--- config.mk ---
export PLATFORM = sky130hd
export DESIGN_NAME = waypoint_line_deviation_monitor_flat
export DESIGN_NICKNAME = d
export VERILOG_FILES = /design/src/design/wld_pkg.sv /design/src/design/wld_if.sv /design/src/design/waypoint_line_deviation_monitor.sv /design/src/design/wld_mul.sv /design/src/design/wld_sqrt.sv /design/src/design/wld_div.sv /design/src/flat_wrapper.sv
export SDC_FILE = /design/constraint.sdc
export NUM_CORES = 2
export LEC_CHECK = 0
export BUFFER_PORTS_ARGS = -buffer_cell sky130_fd_sc_hd__buf_2
export CORE_ASPECT_RATIO = 2
export CORE_UTILIZATION = 55
export DETAILED_ROUTE_END_ITERATION = 6
export GPL_TIMING_DRIVEN = 0
export PLACE_DENSITY = 0.8
export SLEW_MARGIN = 20
export SYNTH_ARGS = -nofsm -noshare
export SYNTH_HDL_FRONTEND = slang
export SYNTH_SLANG_ARGS = --single-unit
--- constraint.sdc ---
create_clock -name clk -period 16.7 [get_ports clk]
set_clock_uncertainty 0.2 [all_clocks]
set_input_delay 3.34 -clock clk [delete_from_list [all_inputs] [get_ports clk]]
set_output_delay 3.34 -clock clk [all_outputs]
set_load 0.1 [all_outputs]
--- src/design/wld_pkg.sv ---
// ----------------------------------------------------------------------------
// wld_pkg
// Shared widths, codes and types of the waypoint line deviation monitor.
// ----------------------------------------------------------------------------
package wld_pkg;

	localparam int COORD_WIDTH_DEF = 32;
	localparam int FRAC_BITS       = 16;
	localparam int DATA_W          = 32;
	localparam int ID_W            = 32;
	localparam int LIMIT_W         = 32;
	localparam int ACTION_W        = 2;
	localparam int APB_ADDR_W      = 3;
	localparam int APB_DATA_W      = 32;

	localparam logic [LIMIT_W-1:0] DEFAULT_LIMIT_RST = LIMIT_W'(64'd1 << FRAC_BITS);

	typedef enum logic [ACTION_W-1:0] {
		ACT_WAYPOINT = 2'd0,
		ACT_POSE     = 2'd1,
		ACT_EVAL     = 2'd2
	} action_t;

	localparam logic REG_DEFAULT_LIMIT = 1'b0;

	typedef struct packed {
		logic busy;
		logic done;
	} unit_stat_t;

endpackage

--- src/design/wld_if.sv ---
// ----------------------------------------------------------------------------
// wld_if
// Command and result channels of the waypoint line deviation monitor.
// ----------------------------------------------------------------------------
interface wld_cmd_if import wld_pkg::*; ();
	logic                      valid;
	logic                      ready;
	logic [ACTION_W-1:0]       action;
	logic signed [DATA_W-1:0]  pos_x;
	logic signed [DATA_W-1:0]  pos_y;
	logic [ID_W-1:0]           point_id;
	logic [LIMIT_W-1:0]        limit;

	modport source (output valid, action, pos_x, pos_y, point_id, limit, input ready);
	modport sink (input valid, action, pos_x, pos_y, point_id, limit, output ready);
endinterface

interface wld_rsp_if import wld_pkg::*; ();
	logic                      valid;
	logic                      ready;
	logic [DATA_W-1:0]         distance;
	logic                      emergency;
	logic signed [DATA_W-1:0]  cur_wp_x;
	logic signed [DATA_W-1:0]  cur_wp_y;
	logic [ID_W-1:0]           cur_wp_id;
	logic signed [DATA_W-1:0]  prev_wp_x;
	logic signed [DATA_W-1:0]  prev_wp_y;
	logic [ID_W-1:0]           prev_wp_id;

	modport source (output valid, distance, emergency, cur_wp_x, cur_wp_y, cur_wp_id,
		prev_wp_x, prev_wp_y, prev_wp_id, input ready);
	modport sink (input valid, distance, emergency, cur_wp_x, cur_wp_y, cur_wp_id,
		prev_wp_x, prev_wp_y, prev_wp_id, output ready);
endinterface

--- src/design/waypoint_line_deviation_monitor.sv ---
// ----------------------------------------------------------------------------
// waypoint_line_deviation_monitor
// Keeps two waypoints and the vehicle pose; reports cross-track distance.
// ----------------------------------------------------------------------------
// cmd channel: one transfer per item. action 0 loads a waypoint (the old
// current waypoint moves to previous when the id changes), action 1 loads the
// vehicle pose, action 2 asks for an evaluation, action 3 is dropped.
// rsp channel: one transfer per evaluation with the distance, the emergency
// flag and both stored waypoints.
// Updates are registered at the transfer. An evaluation of an origin or
// axis-parallel line passes through S_OUT to the result register; a general
// line runs four bit-serial multiplies, a square root and a division, with
// hand-offs between the units, before S_OUT. One item is in work at a time.
// The result register frees cmd again as soon as a result is loaded; a stalled
// rsp holds its transfer, and only a following evaluation waits for it.
// Reset clears both waypoints, the pose and the ids, and loads the limit from
// default_limit (1.0); a write of default_limit updates the active limit
// until the first waypoint arrives.
// ----------------------------------------------------------------------------
module waypoint_line_deviation_monitor import wld_pkg::*; #(
	parameter int COORD_WIDTH = COORD_WIDTH_DEF
) (
	input  logic                   clk,
	input  logic                   arst_n,
	wld_cmd_if.sink                cmd,
	wld_rsp_if.source              rsp,
	input  logic                   psel,
	input  logic                   penable,
	input  logic                   pwrite,
	input  logic [APB_ADDR_W-1:0]  paddr,
	input  logic [APB_DATA_W-1:0]  pwdata,
	output logic [APB_DATA_W-1:0]  prdata,
	output logic                   pready
);
	localparam int CW = COORD_WIDTH;
	localparam int DW = CW + 1;
	localparam int PW = 2 * DW;
	localparam int AW = PW + 1;
	localparam int SW = DW + 1;

	typedef enum logic [7:0] {
		S_IDLE = 8'b0000_0001,
		S_MUL1 = 8'b0000_0010,
		S_MUL2 = 8'b0000_0100,
		S_MUL3 = 8'b0000_1000,
		S_MUL4 = 8'b0001_0000,
		S_SQRT = 8'b0010_0000,
		S_DIV  = 8'b0100_0000,
		S_OUT  = 8'b1000_0000
	} state_t;

	function automatic logic signed [DW-1:0] sdiff(logic signed [CW-1:0] a,
		logic signed [CW-1:0] b);
		return DW'(a) - DW'(b);
	endfunction

	function automatic logic [DW-1:0] mag(logic signed [DW-1:0] v);
		return v[DW-1] ? DW'(-v) : DW'(v);
	endfunction

	function automatic logic [DATA_W-1:0] sat32(logic [DW-1:0] v);
		return (v > DW'({DATA_W{1'b1}})) ? '1 : DATA_W'(v);
	endfunction

	function automatic logic signed [AW-1:0] sprod(logic [PW-1:0] p, logic neg);
		logic signed [AW-1:0] v;
		v = AW'(p);
		return neg ? -v : v;
	endfunction

	state_t state_q;

	logic [LIMIT_W-1:0]       dflt_limit_q;
	logic [LIMIT_W-1:0]       act_limit_q;
	logic                     wp_seen_q;
	logic signed [CW-1:0]     cur_x_q, cur_y_q, prv_x_q, prv_y_q, veh_x_q, veh_y_q;
	logic [ID_W-1:0]          cur_id_q, prv_id_q;

	logic [DW-1:0]            mdx_q, mdy_q, mex_q, mey_q;
	logic                     sgn1_q, sgn2_q;
	logic signed [AW-1:0]     t1_q;
	logic [AW-1:0]            c_q;
	logic [AW-1:0]            l2_q;
	logic [DATA_W-1:0]        d_q;
	logic                     mul_start_q, sqrt_start_q, div_start_q;

	logic                     out_valid_q;
	logic [DATA_W-1:0]        out_dist_q;
	logic                     out_emer_q;
	logic signed [DATA_W-1:0] out_cx_q, out_cy_q, out_px_q, out_py_q;
	logic [ID_W-1:0]          out_cid_q, out_pid_q;

	logic signed [DW-1:0]     dx, dy, ex, ey, vx, vy;
	logic                     at_origin, vert, horz;
	logic                     cmd_xfer, cfg_wr;
	logic [DW-1:0]            mul_a, mul_b;
	logic [PW-1:0]            prod;
	logic signed [AW-1:0]     cdiff;
	logic [SW-1:0]            root;
	logic [DATA_W-1:0]        quot;
	unit_stat_t               mul_stat, sqrt_stat, div_stat;

	assign dx = sdiff(prv_x_q, cur_x_q);
	assign dy = sdiff(prv_y_q, cur_y_q);
	assign ex = sdiff(veh_x_q, cur_x_q);
	assign ey = sdiff(veh_y_q, cur_y_q);
	assign vx = sdiff(veh_x_q, prv_x_q);
	assign vy = sdiff(veh_y_q, prv_y_q);

	assign at_origin = (cur_x_q == '0 && cur_y_q == '0) || (prv_x_q == '0 && prv_y_q == '0);
	assign vert      = cur_x_q == prv_x_q;
	assign horz      = cur_y_q == prv_y_q;

	assign cmd.ready = state_q == S_IDLE;
	assign cmd_xfer  = cmd.valid && cmd.ready;
	assign cfg_wr    = psel && penable && pwrite;
	assign pready    = 1'b1;
	assign prdata    = (paddr[2] == REG_DEFAULT_LIMIT) ? dflt_limit_q : '0;

	always_comb begin
		case (state_q)
			S_MUL1: begin
				mul_a = mdy_q;
				mul_b = mex_q;
			end
			S_MUL2: begin
				mul_a = mey_q;
				mul_b = mdx_q;
			end
			S_MUL4: begin
				mul_a = mdy_q;
				mul_b = mdy_q;
			end
			default: begin
				mul_a = mdx_q;
				mul_b = mdx_q;
			end
		endcase
	end

	assign cdiff = t1_q - sprod(prod, sgn2_q);

	wld_mul #(.OP_W(DW)) u_mul (
		.clk    (clk),
		.arst_n (arst_n),
		.start  (mul_start_q),
		.a      (mul_a),
		.b      (mul_b),
		.prod   (prod),
		.stat   (mul_stat)
	);

	wld_sqrt #(.ROOT_W(SW)) u_sqrt (
		.clk    (clk),
		.arst_n (arst_n),
		.start  (sqrt_start_q),
		.rad    ((2*SW)'(l2_q)),
		.root   (root),
		.stat   (sqrt_stat)
	);

	wld_div #(.DVD_W(AW), .DVS_W(SW)) u_div (
		.clk      (clk),
		.arst_n   (arst_n),
		.start    (div_start_q),
		.dividend (c_q),
		.divisor  (root),
		.quot     (quot),
		.stat     (div_stat)
	);

	// stored waypoints, pose and limits
	always_ff @(posedge clk or negedge arst_n) begin
		if (!arst_n) begin
			dflt_limit_q <= DEFAULT_LIMIT_RST;
			act_limit_q  <= DEFAULT_LIMIT_RST;
			wp_seen_q    <= 1'b0;
			cur_x_q      <= '0;
			cur_y_q      <= '0;
			cur_id_q     <= '0;
			prv_x_q      <= '0;
			prv_y_q      <= '0;
			prv_id_q     <= '0;
			veh_x_q      <= '0;
			veh_y_q      <= '0;
		end else begin
			if (cfg_wr && paddr[2] == REG_DEFAULT_LIMIT) begin
				dflt_limit_q <= pwdata;
				if (!wp_seen_q) begin
					act_limit_q <= pwdata;
				end
			end
			if (cmd_xfer && cmd.action == ACT_WAYPOINT) begin
				if (cmd.point_id != cur_id_q) begin
					prv_x_q  <= cur_x_q;
					prv_y_q  <= cur_y_q;
					prv_id_q <= cur_id_q;
				end
				cur_x_q     <= CW'(cmd.pos_x);
				cur_y_q     <= CW'(cmd.pos_y);
				cur_id_q    <= cmd.point_id;
				act_limit_q <= cmd.limit;
				wp_seen_q   <= 1'b1;
			end
			if (cmd_xfer && cmd.action == ACT_POSE) begin
				veh_x_q <= CW'(cmd.pos_x);
				veh_y_q <= CW'(cmd.pos_y);
			end
		end
	end

	// evaluation sequencer
	always_ff @(posedge clk or negedge arst_n) begin
		if (!arst_n) begin
			state_q      <= S_IDLE;
			mul_start_q  <= 1'b0;
			sqrt_start_q <= 1'b0;
			div_start_q  <= 1'b0;
			out_valid_q  <= 1'b0;
		end else begin
			mul_start_q  <= 1'b0;
			sqrt_start_q <= 1'b0;
			div_start_q  <= 1'b0;
			if (out_valid_q && rsp.ready) begin
				out_valid_q <= 1'b0;
			end
			case (state_q)
				S_IDLE: begin
					if (cmd_xfer && cmd.action == ACT_EVAL) begin
						if (at_origin || vert || horz) begin
							state_q <= S_OUT;
						end else begin
							state_q     <= S_MUL1;
							mul_start_q <= 1'b1;
						end
					end
				end
				S_MUL1: begin
					if (mul_stat.done) begin
						state_q     <= S_MUL2;
						mul_start_q <= 1'b1;
					end
				end
				S_MUL2: begin
					if (mul_stat.done) begin
						state_q     <= S_MUL3;
						mul_start_q <= 1'b1;
					end
				end
				S_MUL3: begin
					if (mul_stat.done) begin
						state_q     <= S_MUL4;
						mul_start_q <= 1'b1;
					end
				end
				S_MUL4: begin
					if (mul_stat.done) begin
						state_q      <= S_SQRT;
						sqrt_start_q <= 1'b1;
					end
				end
				S_SQRT: begin
					if (sqrt_stat.done) begin
						state_q     <= S_DIV;
						div_start_q <= 1'b1;
					end
				end
				S_DIV: begin
					if (div_stat.done) begin
						state_q <= S_OUT;
					end
				end
				S_OUT: begin
					if (!out_valid_q || rsp.ready) begin
						out_valid_q <= 1'b1;
						state_q     <= S_IDLE;
					end
				end
				default: begin
					state_q <= S_IDLE;
				end
			endcase
		end
	end

	// datapath registers
	always_ff @(posedge clk) begin
		if (state_q == S_IDLE && cmd_xfer && cmd.action == ACT_EVAL) begin
			mdx_q  <= mag(dx);
			mdy_q  <= mag(dy);
			mex_q  <= mag(ex);
			mey_q  <= mag(ey);
			sgn1_q <= dy[DW-1] ^ ex[DW-1];
			sgn2_q <= ey[DW-1] ^ dx[DW-1];
			if (at_origin) begin
				d_q <= '0;
			end else if (vert) begin
				d_q <= sat32(mag(vx));
			end else begin
				d_q <= sat32(mag(vy));
			end
		end
		if (mul_stat.done) begin
			case (state_q)
				S_MUL1:  t1_q <= sprod(prod, sgn1_q);
				S_MUL2:  c_q  <= cdiff[AW-1] ? AW'(-cdiff) : AW'(cdiff);
				S_MUL3:  l2_q <= AW'(prod);
				S_MUL4:  l2_q <= l2_q + AW'(prod);
				default: t1_q <= t1_q;
			endcase
		end
		if (state_q == S_DIV && div_stat.done) begin
			d_q <= quot;
		end
		if (state_q == S_OUT && (!out_valid_q || rsp.ready)) begin
			out_dist_q <= d_q;
			out_emer_q <= d_q > act_limit_q;
			out_cx_q   <= DATA_W'(cur_x_q);
			out_cy_q   <= DATA_W'(cur_y_q);
			out_cid_q  <= cur_id_q;
			out_px_q   <= DATA_W'(prv_x_q);
			out_py_q   <= DATA_W'(prv_y_q);
			out_pid_q  <= prv_id_q;
		end
	end

	assign rsp.valid     = out_valid_q;
	assign rsp.distance  = out_dist_q;
	assign rsp.emergency = out_emer_q;
	assign rsp.cur_wp_x  = out_cx_q;
	assign rsp.cur_wp_y  = out_cy_q;
	assign rsp.cur_wp_id = out_cid_q;
	assign rsp.prev_wp_x = out_px_q;
	assign rsp.prev_wp_y = out_py_q;
	assign rsp.prev_wp_id = out_pid_q;

`ifndef SYNTHESIS
	a_mul_done_phase: assert property (@(posedge clk) disable iff (!arst_n)
		mul_stat.done |-> (state_q == S_MUL1 || state_q == S_MUL2 ||
			state_q == S_MUL3 || state_q == S_MUL4))
		else $error("multiplier finished outside a multiply phase");
	a_div_done_phase: assert property (@(posedge clk) disable iff (!arst_n)
		div_stat.done |-> state_q == S_DIV)
		else $error("divider finished outside the divide phase");
	a_result_from_out: assert property (@(posedge clk) disable iff (!arst_n)
		$rose(out_valid_q) |-> $past(state_q == S_OUT))
		else $error("result loaded outside the output phase");
	a_units_idle: assert property (@(posedge clk) disable iff (!arst_n)
		cmd_xfer |-> !(mul_stat.busy || sqrt_stat.busy || div_stat.busy))
		else $error("command taken while an arithmetic unit is busy");
`endif
endmodule

--- src/design/wld_mul.sv ---
// ----------------------------------------------------------------------------
// wld_mul
// Bit-serial shift-add multiplier, one multiplier bit per cycle.
// ----------------------------------------------------------------------------
module wld_mul import wld_pkg::*; #(
	parameter int OP_W = COORD_WIDTH_DEF + 1
) (
	input  logic                clk,
	input  logic                arst_n,
	input  logic                start,
	input  logic [OP_W-1:0]     a,
	input  logic [OP_W-1:0]     b,
	output logic [2*OP_W-1:0]   prod,
	output unit_stat_t          stat
);
	localparam int CNT_W = $clog2(OP_W + 1);

	logic [OP_W-1:0]   a_q;
	logic [2*OP_W-1:0] p_q;
	logic [CNT_W-1:0]  cnt_q;
	logic              busy_q;
	logic              done_q;
	logic [OP_W:0]     sum;

	assign sum = {1'b0, p_q[2*OP_W-1:OP_W]} + (p_q[0] ? {1'b0, a_q} : '0);

	always_ff @(posedge clk or negedge arst_n) begin
		if (!arst_n) begin
			busy_q <= 1'b0;
			done_q <= 1'b0;
			cnt_q  <= '0;
		end else begin
			done_q <= 1'b0;
			if (start) begin
				busy_q <= 1'b1;
				cnt_q  <= CNT_W'(OP_W);
			end else if (busy_q) begin
				cnt_q <= cnt_q - 1'b1;
				if (cnt_q == CNT_W'(1)) begin
					busy_q <= 1'b0;
					done_q <= 1'b1;
				end
			end
		end
	end

	always_ff @(posedge clk) begin
		if (start) begin
			a_q <= a;
			p_q <= {{OP_W{1'b0}}, b};
		end else if (busy_q) begin
			p_q <= {sum, p_q[OP_W-1:1]};
		end
	end

	assign prod = p_q;
	assign stat = '{busy: busy_q, done: done_q};
endmodule

--- src/design/wld_sqrt.sv ---
// ----------------------------------------------------------------------------
// wld_sqrt
// Digit-by-digit integer square root, two radicand bits per cycle.
// ----------------------------------------------------------------------------
module wld_sqrt import wld_pkg::*; #(
	parameter int ROOT_W = COORD_WIDTH_DEF + 2
) (
	input  logic                  clk,
	input  logic                  arst_n,
	input  logic                  start,
	input  logic [2*ROOT_W-1:0]   rad,
	output logic [ROOT_W-1:0]     root,
	output unit_stat_t            stat
);
	localparam int RAD_W = 2 * ROOT_W;
	localparam int REM_W = ROOT_W + 3;
	localparam int CNT_W = $clog2(ROOT_W + 1);

	logic [RAD_W-1:0]  x_q;
	logic [REM_W-1:0]  rem_q;
	logic [ROOT_W-1:0] root_q;
	logic [CNT_W-1:0]  cnt_q;
	logic              busy_q;
	logic              done_q;
	logic [REM_W-1:0]  rem_sh;
	logic [REM_W-1:0]  trial;
	logic              ge;

	assign rem_sh = {rem_q[REM_W-3:0], x_q[RAD_W-1 -: 2]};
	assign trial  = REM_W'({root_q, 2'b01});
	assign ge     = rem_sh >= trial;

	always_ff @(posedge clk or negedge arst_n) begin
		if (!arst_n) begin
			busy_q <= 1'b0;
			done_q <= 1'b0;
			cnt_q  <= '0;
		end else begin
			done_q <= 1'b0;
			if (start) begin
				busy_q <= 1'b1;
				cnt_q  <= CNT_W'(ROOT_W);
			end else if (busy_q) begin
				cnt_q <= cnt_q - 1'b1;
				if (cnt_q == CNT_W'(1)) begin
					busy_q <= 1'b0;
					done_q <= 1'b1;
				end
			end
		end
	end

	always_ff @(posedge clk) begin
		if (start) begin
			x_q    <= rad;
			rem_q  <= '0;
			root_q <= '0;
		end else if (busy_q) begin
			x_q    <= {x_q[RAD_W-3:0], 2'b00};
			rem_q  <= ge ? rem_sh - trial : rem_sh;
			root_q <= {root_q[ROOT_W-2:0], ge};
		end
	end

	assign root = root_q;
	assign stat = '{busy: busy_q, done: done_q};
endmodule

--- src/design/wld_div.sv ---
// ----------------------------------------------------------------------------
// wld_div
// Restoring divider, one dividend bit per cycle, with a saturating quotient.
// ----------------------------------------------------------------------------
module wld_div import wld_pkg::*; #(
	parameter int DVD_W = 2 * COORD_WIDTH_DEF + 5,
	parameter int DVS_W = COORD_WIDTH_DEF + 2
) (
	input  logic               clk,
	input  logic               arst_n,
	input  logic               start,
	input  logic [DVD_W-1:0]   dividend,
	input  logic [DVS_W-1:0]   divisor,
	output logic [DATA_W-1:0]  quot,
	output unit_stat_t         stat
);
	localparam int CNT_W = $clog2(DVD_W + 1);

	logic [DVD_W-1:0]  dvd_q;
	logic [DVS_W-1:0]  dvs_q;
	logic [DVS_W-1:0]  rem_q;
	logic [DATA_W-1:0] q_q;
	logic              ovf_q;
	logic [CNT_W-1:0]  cnt_q;
	logic              busy_q;
	logic              done_q;
	logic [DVS_W:0]    r2;
	logic [DVS_W:0]    diff;
	logic              ge;

	assign r2   = {rem_q, dvd_q[DVD_W-1]};
	assign diff = r2 - {1'b0, dvs_q};
	assign ge   = r2 >= {1'b0, dvs_q};

	always_ff @(posedge clk or negedge arst_n) begin
		if (!arst_n) begin
			busy_q <= 1'b0;
			done_q <= 1'b0;
			cnt_q  <= '0;
		end else begin
			done_q <= 1'b0;
			if (start) begin
				busy_q <= 1'b1;
				cnt_q  <= CNT_W'(DVD_W);
			end else if (busy_q) begin
				cnt_q <= cnt_q - 1'b1;
				if (cnt_q == CNT_W'(1)) begin
					busy_q <= 1'b0;
					done_q <= 1'b1;
				end
			end
		end
	end

	always_ff @(posedge clk) begin
		if (start) begin
			dvd_q <= dividend;
			dvs_q <= divisor;
			rem_q <= '0;
			q_q   <= '0;
			ovf_q <= 1'b0;
		end else if (busy_q) begin
			dvd_q <= {dvd_q[DVD_W-2:0], 1'b0};
			rem_q <= ge ? diff[DVS_W-1:0] : r2[DVS_W-1:0];
			q_q   <= {q_q[DATA_W-2:0], ge};
			ovf_q <= ovf_q | q_q[DATA_W-1];
		end
	end

	assign quot = ovf_q ? '1 : q_q;
	assign stat = '{busy: busy_q, done: done_q};
endmodule
--- src/flat_wrapper.sv ---
// flat-port wrapper written by rule: the top's interface ports become plain ports
module waypoint_line_deviation_monitor_flat import wld_pkg::*;
#(
	parameter int COORD_WIDTH = COORD_WIDTH_DEF
)
  (clk, arst_n, psel, penable, pwrite, paddr, pwdata, prdata, pready, cmd_valid, cmd_action, cmd_pos_x, cmd_pos_y, cmd_point_id, cmd_limit, cmd_ready, rsp_valid, rsp_distance, rsp_emergency, rsp_cur_wp_x, rsp_cur_wp_y, rsp_cur_wp_id, rsp_prev_wp_x, rsp_prev_wp_y, rsp_prev_wp_id, rsp_ready);
  wld_cmd_if cmd_i ();
  wld_rsp_if rsp_i ();
  input  logic clk;
  input  logic arst_n;
  input  logic psel;
  input  logic penable;
  input  logic pwrite;
  input  logic [APB_ADDR_W-1:0] paddr;
  input  logic [APB_DATA_W-1:0] pwdata;
  output logic [APB_DATA_W-1:0] prdata;
  output logic pready;
  input wire logic [$bits(cmd_i.valid)-1:0] cmd_valid;
  input wire logic [$bits(cmd_i.action)-1:0] cmd_action;
  input wire logic [$bits(cmd_i.pos_x)-1:0] cmd_pos_x;
  input wire logic [$bits(cmd_i.pos_y)-1:0] cmd_pos_y;
  input wire logic [$bits(cmd_i.point_id)-1:0] cmd_point_id;
  input wire logic [$bits(cmd_i.limit)-1:0] cmd_limit;
  output wire logic [$bits(cmd_i.ready)-1:0] cmd_ready;
  output wire logic [$bits(rsp_i.valid)-1:0] rsp_valid;
  output wire logic [$bits(rsp_i.distance)-1:0] rsp_distance;
  output wire logic [$bits(rsp_i.emergency)-1:0] rsp_emergency;
  output wire logic [$bits(rsp_i.cur_wp_x)-1:0] rsp_cur_wp_x;
  output wire logic [$bits(rsp_i.cur_wp_y)-1:0] rsp_cur_wp_y;
  output wire logic [$bits(rsp_i.cur_wp_id)-1:0] rsp_cur_wp_id;
  output wire logic [$bits(rsp_i.prev_wp_x)-1:0] rsp_prev_wp_x;
  output wire logic [$bits(rsp_i.prev_wp_y)-1:0] rsp_prev_wp_y;
  output wire logic [$bits(rsp_i.prev_wp_id)-1:0] rsp_prev_wp_id;
  input wire logic [$bits(rsp_i.ready)-1:0] rsp_ready;
  assign cmd_i.valid = cmd_valid;
  assign cmd_i.action = cmd_action;
  assign cmd_i.pos_x = cmd_pos_x;
  assign cmd_i.pos_y = cmd_pos_y;
  assign cmd_i.point_id = cmd_point_id;
  assign cmd_i.limit = cmd_limit;
  assign cmd_ready = cmd_i.ready;
  assign rsp_valid = rsp_i.valid;
  assign rsp_distance = rsp_i.distance;
  assign rsp_emergency = rsp_i.emergency;
  assign rsp_cur_wp_x = rsp_i.cur_wp_x;
  assign rsp_cur_wp_y = rsp_i.cur_wp_y;
  assign rsp_cur_wp_id = rsp_i.cur_wp_id;
  assign rsp_prev_wp_x = rsp_i.prev_wp_x;
  assign rsp_prev_wp_y = rsp_i.prev_wp_y;
  assign rsp_prev_wp_id = rsp_i.prev_wp_id;
  assign rsp_i.ready = rsp_ready;
  waypoint_line_deviation_monitor #(.COORD_WIDTH(COORD_WIDTH)) u_core (.clk(clk), .arst_n(arst_n), .cmd(cmd_i), .rsp(rsp_i), .psel(psel), .penable(penable), .pwrite(pwrite), .paddr(paddr), .pwdata(pwdata), .prdata(prdata), .pready(pready));
endmodule
# After elaboration in Yosys (flattened, before gate mapping)
# Index checks and enable logic that the tools add are counted.
[classes]
add_sub_neg = 22
order_cmp = 5
eq_ne = 25
n_mux = 76
bitwise = 4
reduce_logical = 38
[op_table]
columns = ["cell", "count"]
rows = [
  ["$mux W32", 15],
  ["$mux W67", 5],
  ["$neg A33 Y33", 6],
  ["$sub A32 B32 Y33", 6],
  ["$mux W33", 5],
  ["$pmux W67 S2", 1],
  ["$mux W66", 2],
  ["$pmux W33 S2", 2],
  ["$logic_not A32 Y1", 4],
  ["$mux W8", 9],
  ["$add A67 B66 Y67", 1],
  ["$neg A66 Y67", 1],
  ["$neg A67 Y67", 1],
  ["$sub A67 B67 Y67", 1],
  ["$gt A33 B32 Y1 const B", 2],
  ["$eq A32 B32 Y1", 2],
  ["$pmux W8 S8", 1],
  ["$ge A37 B36 Y1", 1],
  ["$ge A35 B34 Y1", 1],
  ["$mux W35", 1],
  ["$sub A35 B35 Y35", 1],
  ["$add A33 B33 Y34", 1],
  ["$mux W34", 1],
  ["$sub A34 B34 Y34", 1],
  ["33 further kinds", 99],
]
[word_totals]
regBits = 1354
output_inout_bits = 260
wordCells = 231

# Logic depth before layout (Yosys ltp)
[logic_depth]
ltp_word = 9
depth_mapped = 29
ltp_nobuf = 25

# Hierarchy
# A second synthesis with hierarchy kept.
[hier_totals]
hier_cells = 8520
hier_area_um2 = 84929.0
[modules_own_cells]
columns = ["module", "n_inst", "cells_per_inst", "area_each_um2", "seq_area_each_um2"]
rows = [
  ["waypoint_line_deviation_monitor", 1, 6343, 61715.4, 26113.8],
  ["wld_div", 1, 846, 9252.6, 4599.4],
  ["wld_sqrt", 1, 780, 8012.7, 3623.5],
  ["wld_mul", 1, 551, 5948.2, 2842.7],
]

# Worst setup path after synthesis
# OpenSTA, ideal clock, no wires.
[synth_timing]
path_kind = "input to register"
start = "input port cmd_valid"
end = "register u_core.state_q[2]"
setup_time_ns = 0.127
arrival_ns = 15.397
setup_slack_ns = 0.976
stages = 4
cell_sequence = "nand2_1 > nor3b_1 > o221ai_1 > a21o_1"
[synth_between]
elab_chain_len = 4
[synth_lines]
columns = ["item", "line_no", "text"]
rows = [
  ["from (decl)", "flat_wrapper.sv:18", "input wire logic [$bits(cmd_i.valid)-1:0] cmd_valid;"],
  ["$logic_and A1 B1 Y1", "waypoint_line_deviation_monitor.sv:115", "assign cmd_xfer = cmd.valid && cmd.ready;"],
  ["$logic_and A1 B1 Y1", "waypoint_line_deviation_monitor.sv:229", "if (cmd_xfer && cmd.action == ACT_EVAL) begin"],
  ["$ne A2 B2 Y1 (no line)", "-", ""],
  ["$reduce_and A8 Y1 (no line)", "-", ""],
  ["to (signal assigned)", "waypoint_line_deviation_monitor.sv:231", "state_q <= S_OUT;"],
  ["to (signal assigned)", "waypoint_line_deviation_monitor.sv:233", "state_q <= S_MUL1;"],
  ["to (signal assigned)", "waypoint_line_deviation_monitor.sv:240", "state_q <= S_MUL2;"],
  ["to (decl)", "waypoint_line_deviation_monitor.sv:71", "state_t state_q;"],
]
# Every way passes these cells.
# A chain may end at the register's enable or synchronous reset.

# Worst setup path in the final report
[layout_timing]
start = "register u_core.u_mul.p_q[2], in the netlist u_core.u_mul.prod[2]"
end = "register u_core.c_q[62], data pin"
[layout_between]
elab_chain_len = 5
[layout_lines]
columns = ["item", "line_no", "text"]
rows = [
  ["from (decl)", "wld_mul.sv:19", "logic [2*OP_W-1:0] p_q;"],
  ["from (signal assigned)", "wld_mul.sv:50", "p_q <= {{OP_W{1'b0}}, b};"],
  ["from (signal assigned)", "wld_mul.sv:52", "p_q <= {sum, p_q[OP_W-1:1]};"],
  ["$neg A66 Y67", "waypoint_line_deviation_monitor.sv:68", "return neg ? -v : v;"],
  ["$mux W67 *", "waypoint_line_deviation_monitor.sv:68", ""],
  ["$sub A67 B67 Y67 *", "waypoint_line_deviation_monitor.sv:141", "assign cdiff = t1_q - sprod(prod, sgn2_q);"],
  ["$neg A67 Y67", "waypoint_line_deviation_monitor.sv:306", "S_MUL2: c_q <= cdiff[AW-1] ? AW'(-cdiff) : AW'(cdiff);"],
  ["$mux W66 *", "waypoint_line_deviation_monitor.sv:306", ""],
  ["to (signal assigned)", "waypoint_line_deviation_monitor.sv:306", ""],
  ["to (decl)", "waypoint_line_deviation_monitor.sv:82", "logic [AW-1:0] c_q;"],
]
# Every way passes the cells marked *; elsewhere a longest branch is shown, timed or not.

==> results.ini <==
[run_status]
run_status = complete, but fails checks
violated_checks = DRC

[placed_design]
final_weighted_congestion_of_routability_driven_global_placement = 1.12
dpl_worst_slack_ns = 7.57
place.detailed.hpwl_um = 241000
buffer_ports.inserted = 428

[grt]
grt_total_ovfl = 0
global_route_wire_length_before_repair_um = 443000
antenna_found_initial = 39
global_route.usage.met1 = 0.340
vias_in_the_first_global_route = 72300
groute.layer.met3.usage = 0.0751
met2_grt_util = 0.690
largest_net_degree_at_the_start_of_global_routing = 98
grt_busiest_layer = met2
grt_use_total = 0.386

[route]
vias_post_dr = 70500
drt-wirelength-per-cell_um = 26.6
routed_wirelength_um = 301000
drt-vias-per-instance = 6.21
postRouteAntennaNets = 0
drc = 1
drt_first_pass_iters = 7
drt_iter0_markers = 5009

[clock_tree]
ctsRootBufferMaster = clkbuf_16
cts-hold-fix-buffers = 0
tritoncts = yes
cts-buffers-inserted = 119
cts.htree.levels = 3
worstSkewPairLatency_ns = 0.77
postCtsSetupBuffers = 0
clk_pin_slew_ns = 0.07
ctsLongestPathBuffers = 3
number_of_gates_given_a_new_drive_strength_after_cts = 0
clock_sinks = 1354

[final_layout]
final_net_count = 9834
post-route-util = 0.619
layout-drive-gt1-share = 0.121
areaGrowthSynthToFinish_pct = 11.5
fill_cells = 12700

[die]
chipHeight_um = 556
core.rowCount = 202
die-area_sq_mm = 0.155
dieWidth_um = 279
placeableCoreArea_sq_mm = 0.152
initial_utilization = 0.555
pin_count = 432

[timing]
drv_slew = 0
final.period_utilization = 0.557
fin_ws_ns = 7.40
maxClockFrequency_mhz = 108
finalSetupViolCount = 0
unrepaired_setup_endpoints_after_global_routing = no
finalHoldViolations = 0
tightest_pin_transition_ns = 1.27
timing.setup.tns_ns = 0
worst_slew_margin_rel = 0.150
period_minus_slack_ns = 9.30

[job]
max-cap-violations = 0

[synthesis]
synth_area_per_cell_sq_um = 9.82
postSynthCellCount = 8589
synth_top_cells_by_area = edfxtp_1 29%, dfrtp_1 11%, ha_1 7.0%, xnor2_1 4.5%, dfxtp_1 4.0%
synth.ff_latch_count = 1354
synth_compound_gate_area_share = 0.167
yosys-mux-area-fraction = 0.0616
netlist_area_sq_mm = 0.0843
fraction_of_synthesized_cell_area_in_xor_and_xnor_cells = 0.0762
synth.lib_cells_used.distinct = 100
post-synth-top-area-cell = edfxtp_1
synth_top_family_by_area = compound AO/OA/AOI/OAI gates
synthAdderAreaFrac = 0.0726
async_flop_share = 0.264
synth_sequential_area_ratio = 0.441
syn_nets = 9244
yosysWarnings = 0
synth_most_common_cell = nand2_1
synth.cells.most_frequent = 836 x nand2_1, 826 x edfxtp_1, 631 x nor2_1
dominantRegCellSynth = edfxtp_1
synth_edf_count = 826
synthDominantCellAreaShare = 0.294
synth-simple-area-share = 0.147

[setup_path]
worst_r2r_path_depth = 29
critPathKind = flip-flop to flip-flop
timing.critical_path.required_ns = 17.00
cp_slowest_cell = xor2_2
timing.rr.end = u_core.c_q[62]
reg2reg_slack_ns = 7.40
r2r_start = u_core.u_mul.prod[2]
setup.worst_path.start = u_core.u_mul.prod[2]
path_max_fanout = 10
critPathArrivalTime_ns = 9.60
critical_path.endpoint_type = flip-flop
startpoint_type = flip-flop
critical-path-max-stage-delay_ns = 0.63

[min_path]
worst_hold_path.endpoint = u_core.rsp.prev_wp_id[11]
holdCritPathClass = flip-flop to flip-flop
hold_start = u_core.prv_id_q[11]
hold-path-cell-count = 0

-- kinds of logic after synthesis --
logic type                 Yosys count
xor gates and xnor gates           734
other                                1
and+or+nand+nor                   2567
muxes                              482
buffers and inverters              772
DFF                               1354
adders and majority gates          483
AOI/OAI and AO/OA                 2196
-- stage by stage --
| step | cells | instance area, sq um | hold slack (ns) |
|---|---|---|---|
| 4_1_cts | 11300 | 94000 | 0.239 |
| 3_5_place_dp | 11100 | 89800 | 0.228 |
| 2_1_floorplan | 8589 | 84300 | 0.219 |
| 5_1_grt | 11300 | 94000 | 0.252 |
| 3_3_place_gp | 11100 | 89000 | 0.225 |
| 6_report | 11400 | 94100 | 0.241 |
-- cells in the final DEF, fill, tap and decap left out, drive strengths merged, types with 94 or more instances in the layout --
cell / n
clkbuf: 470
a21oi: 492
inv: 416
o21ai: 587
nand2: 836
a211oi: 99
dfrtp: 355
a31oi: 98
nand3: 123
xnor2: 435
xor2: 299
ha: 473
a21o: 240
nor3: 160
buf: 515
dfxtp: 170
or3: 94
edfxtp: 826
nor4: 96
nor2b: 98
nand4: 100
mux2i: 187
mux2: 295
nor2: 631
-- critical path: cells and delay by family (launching register included) --
| family | cells | cell delay [ns] |
|---|---|---|
| AO/OA/AOI/OAI | 6 | 1.95 |
| AND/OR/NAND/NOR | 14 | 3.74 |
| flip-flops | 1 | 0.39 |
| XOR/XNOR | 3 | 0.85 |
| adder cells (fa/ha/maj) | 1 | 0.28 |
| buffers and inverters | 5 | 1.59 |
-- registers in the layout (all words and copies together), names as in the netlist, 35 cells and up --
name / count
u_core.c_q: 67
u_core.l2_q: 67
u_core.t1_q: 67
u_core.u_div.dvd_q: 67
u_core.u_mul.prod: 66
u_core.u_sqrt.rem_q: 35
u_core.u_sqrt.x_q: 68
-- metal layers --
layer	wire [um]	vias to the layer above	part of all wire
met5	161	-	0.00053
met4	40300	26	0.13
met3	17500	1268	0.058
met2	151000	2816	0.50
met1	92300	33800	0.31
li1	-	32600	-
-- layout make-up --
cell class	count	area [sq um]	area share
clock inverters	78	828	0.00881
clock buffers	148	3330	0.0354
flip-flops and latches	1354	37200	0.395
diodes	27	67.6	0.000718
multi-input cells	6463	44400	0.472
plain buffers	368	1420	0.0151
repair buffers	469	2800	0.0297
inverters	404	1520	0.0162
well taps	2040	2550	0.0271
-- how the worst max path moves through the flow --
stage | endpoint
floorplan | u_core.state_q[2]
global placement | u_core.state_q[3]
detailed placement | u_core.c_q[24]
CTS | u_core.c_q[23]
global route | u_core.c_q[24]
finish | u_core.c_q[62]
Power is left out: the tool's default activity adds up to more than one toggle a clock period on the data nets, which glitch-free logic cannot reach.
